===== src/hdl/srmm_pkg.sv =====
// shared types, constants and helpers for the sorted-row matrix median block
// depends on nothing; every other file in hdl/ uses it by scoped names
`timescale 1ns / 1ps

package srmm_pkg;

  // matrix limits and word width
  localparam int MAX_ROWS    = 16;
  localparam int MAX_COLS    = 16;
  localparam int DATA_WIDTH  = 32;

  // derived sizes
  localparam int STORE_DEPTH = MAX_ROWS * MAX_COLS;
  localparam int ADDR_W      = $clog2(STORE_DEPTH);
  localparam int POS_W       = $clog2(STORE_DEPTH + 1);
  localparam int ROW_CNT_W   = $clog2(MAX_ROWS + 1);
  localparam int COL_CNT_W   = $clog2(MAX_COLS + 1);
  localparam int KEY_W       = DATA_WIDTH + 1;

  // configuration port
  localparam int CFG_W       = 5;
  localparam int CFG_IDX_W   = 2;
  localparam logic [CFG_IDX_W-1:0] REG_ROW_COUNT    = CFG_IDX_W'(0);
  localparam logic [CFG_IDX_W-1:0] REG_COLUMN_COUNT = CFG_IDX_W'(1);
  localparam logic [CFG_W-1:0]     CFG_DIM_RESET    = CFG_W'(1);

  // search key: one bit wider than a word so bounds can step past the word range
  typedef logic signed [KEY_W-1:0] key_t;

  localparam key_t KEY_INIT_LOW  = {2'b00, {(DATA_WIDTH-1){1'b1}}};
  localparam key_t KEY_INIT_HIGH = {2'b11, {(DATA_WIDTH-1){1'b0}}};

  // search sequencer states
  typedef enum logic [2:0] {
    SRCH_IDLE,
    SRCH_MID,
    SRCH_ADDR,
    SRCH_CMP,
    SRCH_DECIDE,
    SRCH_DONE
  } srmm_state_t;

  // job handed from the loader to the search unit
  typedef struct packed {
    logic [ROW_CNT_W-1:0] rows;
    logic [COL_CNT_W-1:0] cols;
    logic [POS_W-1:0]     req;
    key_t                 lo;
    key_t                 hi;
  } srmm_job_t;

  // status returned by the search unit
  typedef struct packed {
    logic                  busy;
    logic                  done;
    logic [DATA_WIDTH-1:0] result;
  } srmm_stat_t;

  // effective row count: zero reads as one, large values clamp
  function automatic logic [ROW_CNT_W-1:0] eff_rows(input logic [CFG_W-1:0] raw);
    int v;
    v = int'(raw);
    if (v == 0) begin
      v = 1;
    end else if (v > MAX_ROWS) begin
      v = MAX_ROWS;
    end
    return v[ROW_CNT_W-1:0];
  endfunction

  // effective column count: zero reads as one, large values clamp
  function automatic logic [COL_CNT_W-1:0] eff_cols(input logic [CFG_W-1:0] raw);
    int v;
    v = int'(raw);
    if (v == 0) begin
      v = 1;
    end else if (v > MAX_COLS) begin
      v = MAX_COLS;
    end
    return v[COL_CNT_W-1:0];
  endfunction

endpackage


===== src/hdl/srmm_search.sv =====
// value binary search with per-row upper-bound counting over the element memory
// one shared compare unit, driven by a small sequencer; depends on srmm_pkg
`timescale 1ns / 1ps

module srmm_search (
  input  logic                            clk,
  input  logic                            rst_n,
  input  logic                            start,
  input  srmm_pkg::srmm_job_t             job,
  input  logic                            take,
  output srmm_pkg::srmm_stat_t            stat,
  output logic                            rd_en,
  output logic [srmm_pkg::ADDR_W-1:0]     rd_addr,
  input  logic [srmm_pkg::DATA_WIDTH-1:0] rd_data
);

  localparam int PW = srmm_pkg::POS_W;
  localparam int RW = srmm_pkg::ROW_CNT_W;
  localparam int CW = srmm_pkg::COL_CNT_W;
  localparam int KW = srmm_pkg::KEY_W;

  srmm_pkg::srmm_state_t state_r, state_nxt;

  logic [RW-1:0]   rows_r, rows_nxt;
  logic [CW-1:0]   cols_r, cols_nxt;
  logic [PW-1:0]   req_r, req_nxt;
  srmm_pkg::key_t  lo_r, lo_nxt;
  srmm_pkg::key_t  hi_r, hi_nxt;
  srmm_pkg::key_t  mid_r, mid_nxt;
  logic [PW-1:0]   cnt_r, cnt_nxt;
  logic [RW-1:0]   row_idx_r, row_idx_nxt;
  logic [PW-1:0]   row_base_r, row_base_nxt;
  logic [CW-1:0]   first_r, first_nxt;
  logic [CW-1:0]   count_r, count_nxt;

  logic [KW:0]     bound_sum;
  logic [CW-1:0]   step;
  logic [PW-1:0]   probe_addr;
  srmm_pkg::key_t  elem_key;
  logic            elem_le;

  // midpoint: floor of the average, one bit of headroom in the sum
  assign bound_sum = {lo_r[KW-1], lo_r} + {hi_r[KW-1], hi_r};

  // probe position inside the current row
  assign step       = count_r >> 1;
  assign probe_addr = row_base_r + PW'(first_r) + PW'(step);
  assign elem_key   = {rd_data[srmm_pkg::DATA_WIDTH-1], rd_data};
  assign elem_le    = !(mid_r < elem_key);

  // state and working registers
  always_ff @(posedge clk) begin
    if (!rst_n) begin
      state_r <= srmm_pkg::SRCH_IDLE;
    end else begin
      state_r <= state_nxt;
    end
    rows_r     <= rows_nxt;
    cols_r     <= cols_nxt;
    req_r      <= req_nxt;
    lo_r       <= lo_nxt;
    hi_r       <= hi_nxt;
    mid_r      <= mid_nxt;
    cnt_r      <= cnt_nxt;
    row_idx_r  <= row_idx_nxt;
    row_base_r <= row_base_nxt;
    first_r    <= first_nxt;
    count_r    <= count_nxt;
  end

  // sequencer
  always_comb begin
    state_nxt    = state_r;
    rows_nxt     = rows_r;
    cols_nxt     = cols_r;
    req_nxt      = req_r;
    lo_nxt       = lo_r;
    hi_nxt       = hi_r;
    mid_nxt      = mid_r;
    cnt_nxt      = cnt_r;
    row_idx_nxt  = row_idx_r;
    row_base_nxt = row_base_r;
    first_nxt    = first_r;
    count_nxt    = count_r;
    rd_en        = 1'b0;
    rd_addr      = probe_addr[srmm_pkg::ADDR_W-1:0];
    stat.busy    = (state_r != srmm_pkg::SRCH_IDLE);
    stat.done    = 1'b0;
    stat.result  = lo_r[srmm_pkg::DATA_WIDTH-1:0];

    case (state_r)
      srmm_pkg::SRCH_IDLE: begin
        if (start) begin
          rows_nxt  = job.rows;
          cols_nxt  = job.cols;
          req_nxt   = job.req;
          lo_nxt    = job.lo;
          hi_nxt    = job.hi;
          state_nxt = srmm_pkg::SRCH_MID;
        end
      end

      // loop test and midpoint, then start counting from the first row
      srmm_pkg::SRCH_MID: begin
        if (hi_r >= lo_r) begin
          mid_nxt      = bound_sum[KW:1];
          cnt_nxt      = '0;
          row_idx_nxt  = '0;
          row_base_nxt = '0;
          first_nxt    = '0;
          count_nxt    = cols_r;
          state_nxt    = srmm_pkg::SRCH_ADDR;
        end else begin
          state_nxt = srmm_pkg::SRCH_DONE;
        end
      end

      // issue the probe read
      srmm_pkg::SRCH_ADDR: begin
        rd_en     = 1'b1;
        state_nxt = srmm_pkg::SRCH_CMP;
      end

      // compare probe against the midpoint and narrow the row window
      srmm_pkg::SRCH_CMP: begin
        if (elem_le) begin
          first_nxt = first_r + step + CW'(1);
          count_nxt = count_r - step - CW'(1);
        end else begin
          count_nxt = step;
        end
        state_nxt = srmm_pkg::SRCH_ADDR;
        if (count_nxt == '0) begin
          cnt_nxt = cnt_r + PW'(first_nxt);
          if (row_idx_r == rows_r - RW'(1)) begin
            state_nxt = srmm_pkg::SRCH_DECIDE;
          end else begin
            row_idx_nxt  = row_idx_r + RW'(1);
            row_base_nxt = row_base_r + PW'(cols_r);
            first_nxt    = '0;
            count_nxt    = cols_r;
          end
        end
      end

      // move one bound past the midpoint
      srmm_pkg::SRCH_DECIDE: begin
        if (req_r >= cnt_r) begin
          lo_nxt = mid_r + KW'(1);
        end else begin
          hi_nxt = mid_r - KW'(1);
        end
        state_nxt = srmm_pkg::SRCH_MID;
      end

      // hold the result until the output register takes it
      srmm_pkg::SRCH_DONE: begin
        stat.done = 1'b1;
        if (take) begin
          state_nxt = srmm_pkg::SRCH_IDLE;
        end
      end

      default: begin
        state_nxt = srmm_pkg::SRCH_IDLE;
      end
    endcase
  end

endmodule


===== config.mk =====
export PLATFORM = sky130hd
export DESIGN_NAME = srmm_search
export DESIGN_NICKNAME = d
export VERILOG_FILES = /design/src/hdl/srmm_pkg.sv /design/src/hdl/srmm_search.sv
export SDC_FILE = /design/constraint.sdc
export NUM_CORES = 1
export LEC_CHECK = 0
export BUFFER_PORTS_ARGS = -buffer_cell sky130_fd_sc_hd__buf_2
export CAP_MARGIN = 10
export CORE_UTILIZATION = 64
export DETAILED_ROUTE_END_ITERATION = 6
export PLACE_DENSITY = 0.87
export SLEW_MARGIN = 20
export SYNTH_ARGS = -nofsm -noshare
export SYNTH_HDL_FRONTEND = slang
export SYNTH_SLANG_ARGS = --single-unit
export TNS_END_PERCENT = 20

===== constraint.sdc =====
create_clock -name clk -period 10.3 [get_ports clk]
set_input_delay 3.09 -clock clk [delete_from_list [all_inputs] [get_ports clk]]
set_output_delay 3.09 -clock clk [all_outputs]
set_load 0.02 [all_outputs]

==> flow_summary.yaml <==
timing:
  final.min_clock_period_ns: 6.995
  hold_viol_final: 0
  rsz0062_at_grt: "false"
  layout_setup_ws_ns: 3.305
  max_freq_ghz: 0.1430
  final.period_utilization_pct: 67.91
  tightest_slew_ns: 0.9375
  fin_setup_tns_ns: 0
  relSlewSlack_pct: 37.02
  clock-skew-final_ns: 0.01002
  finalMaxSlewViolations: 0
  setup_viol: 0
clock_network:
  cts_sinks: 153
  clk_latency_ns: 0.45
  cts_hold_buf: 0
  clk_path_buf_depth: 2
  ctsResizeCount: 0
  post_cts.repair.setup_buffers: 0
  cts_tree: "yes"
  clockRootBuffer: "clkbuf_16"
  h-tree-depth: 4
  cts_buffers: 17
  clkTransAtPathRegs_ns: 0.07
hold_path:
  hp-start: "cols_r[2]$_DFFE_PP_"
  hp-class: "flip-flop to flip-flop"
  min_path_cells: 1
  min_to: "count_r[2]$_DFFE_PP_"
floorplanning:
  die_width_um: 139.5
  die_area_um2: 19470
  die_h_um: 139.5
  rows: 49
  start_util_pct: 66.25
  io_pins: 164
  core-area_um2: 18270
routing:
  wl_met2_mm: 13.29
  drt_wl_total_mm: 28.98
  dr_wl_met3_mm: 2.112
  wire_per_inst_um: 17.65
  drt-met1-wl_mm: 12.86
  dr.max_layer_used: "met4"
  routed_via_density: 5.965
  drt.antenna.violating_nets: 0
  num_vias: 9794
  drc: 0
  drt-pass1-iter-count: 6
  dr.first_iter.drc_count: 939
global_routing:
  grt_pass1_wl_mm: 46.63
  gr-usage-all-layers_pct: 30.63
  grt_max_degree: 65
  antenna_found_initial: 0
  overflow: 0
  grt_pass1_vias: 9221
placed_design:
  gp_congestion: 0.9227
  dp_slack_ns: 2.979
  portBuffers: 163
  dp_hpwl_mm: 21.71
  place_area_um2: 12840
layout:
  layout-drive-gt1-share_pct: 15.22
  nets: 1666
  antenna_cells: 0
  fillers: 1311
  area_delta_synth_final_pct: 10.82
  design_area_um2: 13410
pwr:
  power_density_nw_per_um2: 337.3
  leakage_nw: 5.838
  peakVddDrop_mv: 0.1493
worst_setup_path:
  worstPathMaxFanout: 12
  cp-start-kind: "input pin"
  critPathKind: "input pin to flip-flop"
  cp-end-kind: "flip-flop"
  r2r-start: "mid_r[2]$_DFFE_PP_"
  crit_arrival_ns: 7.16
  ff2ff_setup_slack_ns: 5.42
  reg2reg_to: "cnt_r[8]$_SDFFCE_PN0P_"
  rr_worst_depth: 19
  crit_required_ns: 10.47
synthesis:
  syn_inst: 1295
  synth_top_area_cell: "edfxtp_1"
  ys_ff_latch: 153
  synthArstFlopShare_pct: 0
  synth_top_area_share_pct: 37.21
  synth_edf_count: 150
  synthesis.area_um2: 12100
  syn_avg_cell_area_um2: 9.347
  yosysWarnings: 0
  ys_types: 70
  ys.flop_type: "edfxtp_1"
  synth_top_cells_by_area: "edfxtp_1 37%, ha_1 14%, xnor2_1 5.2%, inv_1 4.2%, nand2_1 3.6%"
  syn_nets: 1561
  ys_seq_area_share_pct: 37.71
run_status:
  status: "finished clean"
flow_run:
  drv_cap: 0
[synth_stat cells, drive strengths merged, types with 23 or more instances]
cell,n
a21oi,57
nor2,81
nor3,40
inv,137
ha,135
nand2b,23
clkbuf,52
buf,33
xnor2,72
nand3,28
nand2,115
o21ai,88
a21o,27
xor2,41
edfxtp,150
[power breakdown]
group,leakage [nW],total [mW],internal [mW],switching (mW)
Combinational,4.13,2.51,1.02,1.48
Clock,0.268,0.622,0.337,0.284
Sequential,1.44,1.40,1.08,0.313
Total,5.84,4.52,2.44,2.08
[flip-flops by register name, summed over array words and instances (netlist names)]
signal / flops
req_r: 9
state_r: 3
row_idx_r: 5
cols_r: 5
hi_r: 33
lo_r: 33
row_base_r: 8
first_r: 5
cnt_r: 9
mid_r: 33
count_r: 5
rows_r: 5
[worst max-delay path by stage]
| stage | start | to | slack (ns) | cells after the start |
|---|---|---|---|---|
| after CTS | rd_data[2] | cnt_r[6]$_SDFFCE_PN0P_ | 3.36 | 21 |
| after global placement | rd_data[2] | cnt_r[8]$_SDFFCE_PN0P_ | 3.13 | 21 |
| after floorplan | rd_data[2] | cnt_r[8]$_SDFFCE_PN0P_ | 3.39 | 20 |
| final | rd_data[2] | cnt_r[8]$_SDFFCE_PN0P_ | 3.31 | 21 |
| after global routing | rd_data[2] | cnt_r[8]$_SDFFCE_PN0P_ | 3.06 | 21 |
| after detailed placement | rd_data[2] | cnt_r[8]$_SDFFCE_PN0P_ | 2.98 | 21 |
[cells by family after synthesis]
logic type	share of synthesized area, %
AOI/OAI and AO/OA	13.25
xor gates and xnor gates	8.176
adders and majority gates	15.61
buffers and inverters	7.908
DFF	37.71
muxes	1.127
and+or+nand+nor	16.22
[worst max-delay path, stage by stage]
cell,delay [ns]
buf_2,0.08
inv_1,0.04
ha_1,0.31
a21oi_1,0.19
nor2b_1,0.07
o41a_1,0.31
or4b_4,0.56
a211oi_4,0.31
xnor2_1,0.16
buf_4,0.24
mux2i_1,0.26
ha_1,0.20
inv_1,0.05
fa_1,0.37
nor2b_1,0.16
o21ai_0,0.10
nand2b_1,0.12
a21o_1,0.16
nand4_1,0.17
xnor2_1,0.17
nor2_1,0.05
[area by class of cell]
cell class              instances  area (um2)  share of cell area [%]
clock buffers                  17       425.4                   3.171
inverters                     137       514.2                   3.834
flip-flops and latches        153        4564                   34.03
well taps                     229       286.5                   2.136
repair buffers                171       875.8                   6.529
clock inverters                15       143.9                   1.073
multi-input cells             920        6604                   49.23
[per-stage QoR]
stage / power [mW] / utilization [%] / hold WS, ns / std cells
2_1_floorplan: 3.240 / - / 0.5280 / 1295
3_3_place_gp: 3.750 / 70.31 / 0.5711 / 1610
3_5_place_dp: 3.845 / 70.31 / 0.5757 / 1610
4_1_cts: 4.502 / 73.42 / 0.5912 / 1642
5_1_grt: 4.849 / 73.42 / 0.6148 / 1642
6_report: 4.524 / 73.42 / 0.5948 / 1642
[placed cells by master (no fill, tap or decap), drive strengths merged, types with 28 or more instances in the layout]
| cell | count |
|---|---|
| nand3 | 28 |
| inv | 143 |
| nor2 | 81 |
| nand2 | 115 |
| a21oi | 57 |
| xor2 | 41 |
| ha | 135 |
| edfxtp | 150 |
| buf | 171 |
| o21ai | 88 |
| nor3 | 40 |
| xnor2 | 72 |
[per-layer routing]
| metal | global-route usage (%) | up-vias |
|---|---|---|
| met3 | 4.680 | 57 |
| met2 | 47.84 | 440 |
| met1 | 42.87 | 4565 |
| li1 | - | 4732 |
| met5 | 0 | - |
| met4 | 12.16 | 0 |
(Power assumes the default switching activity.)
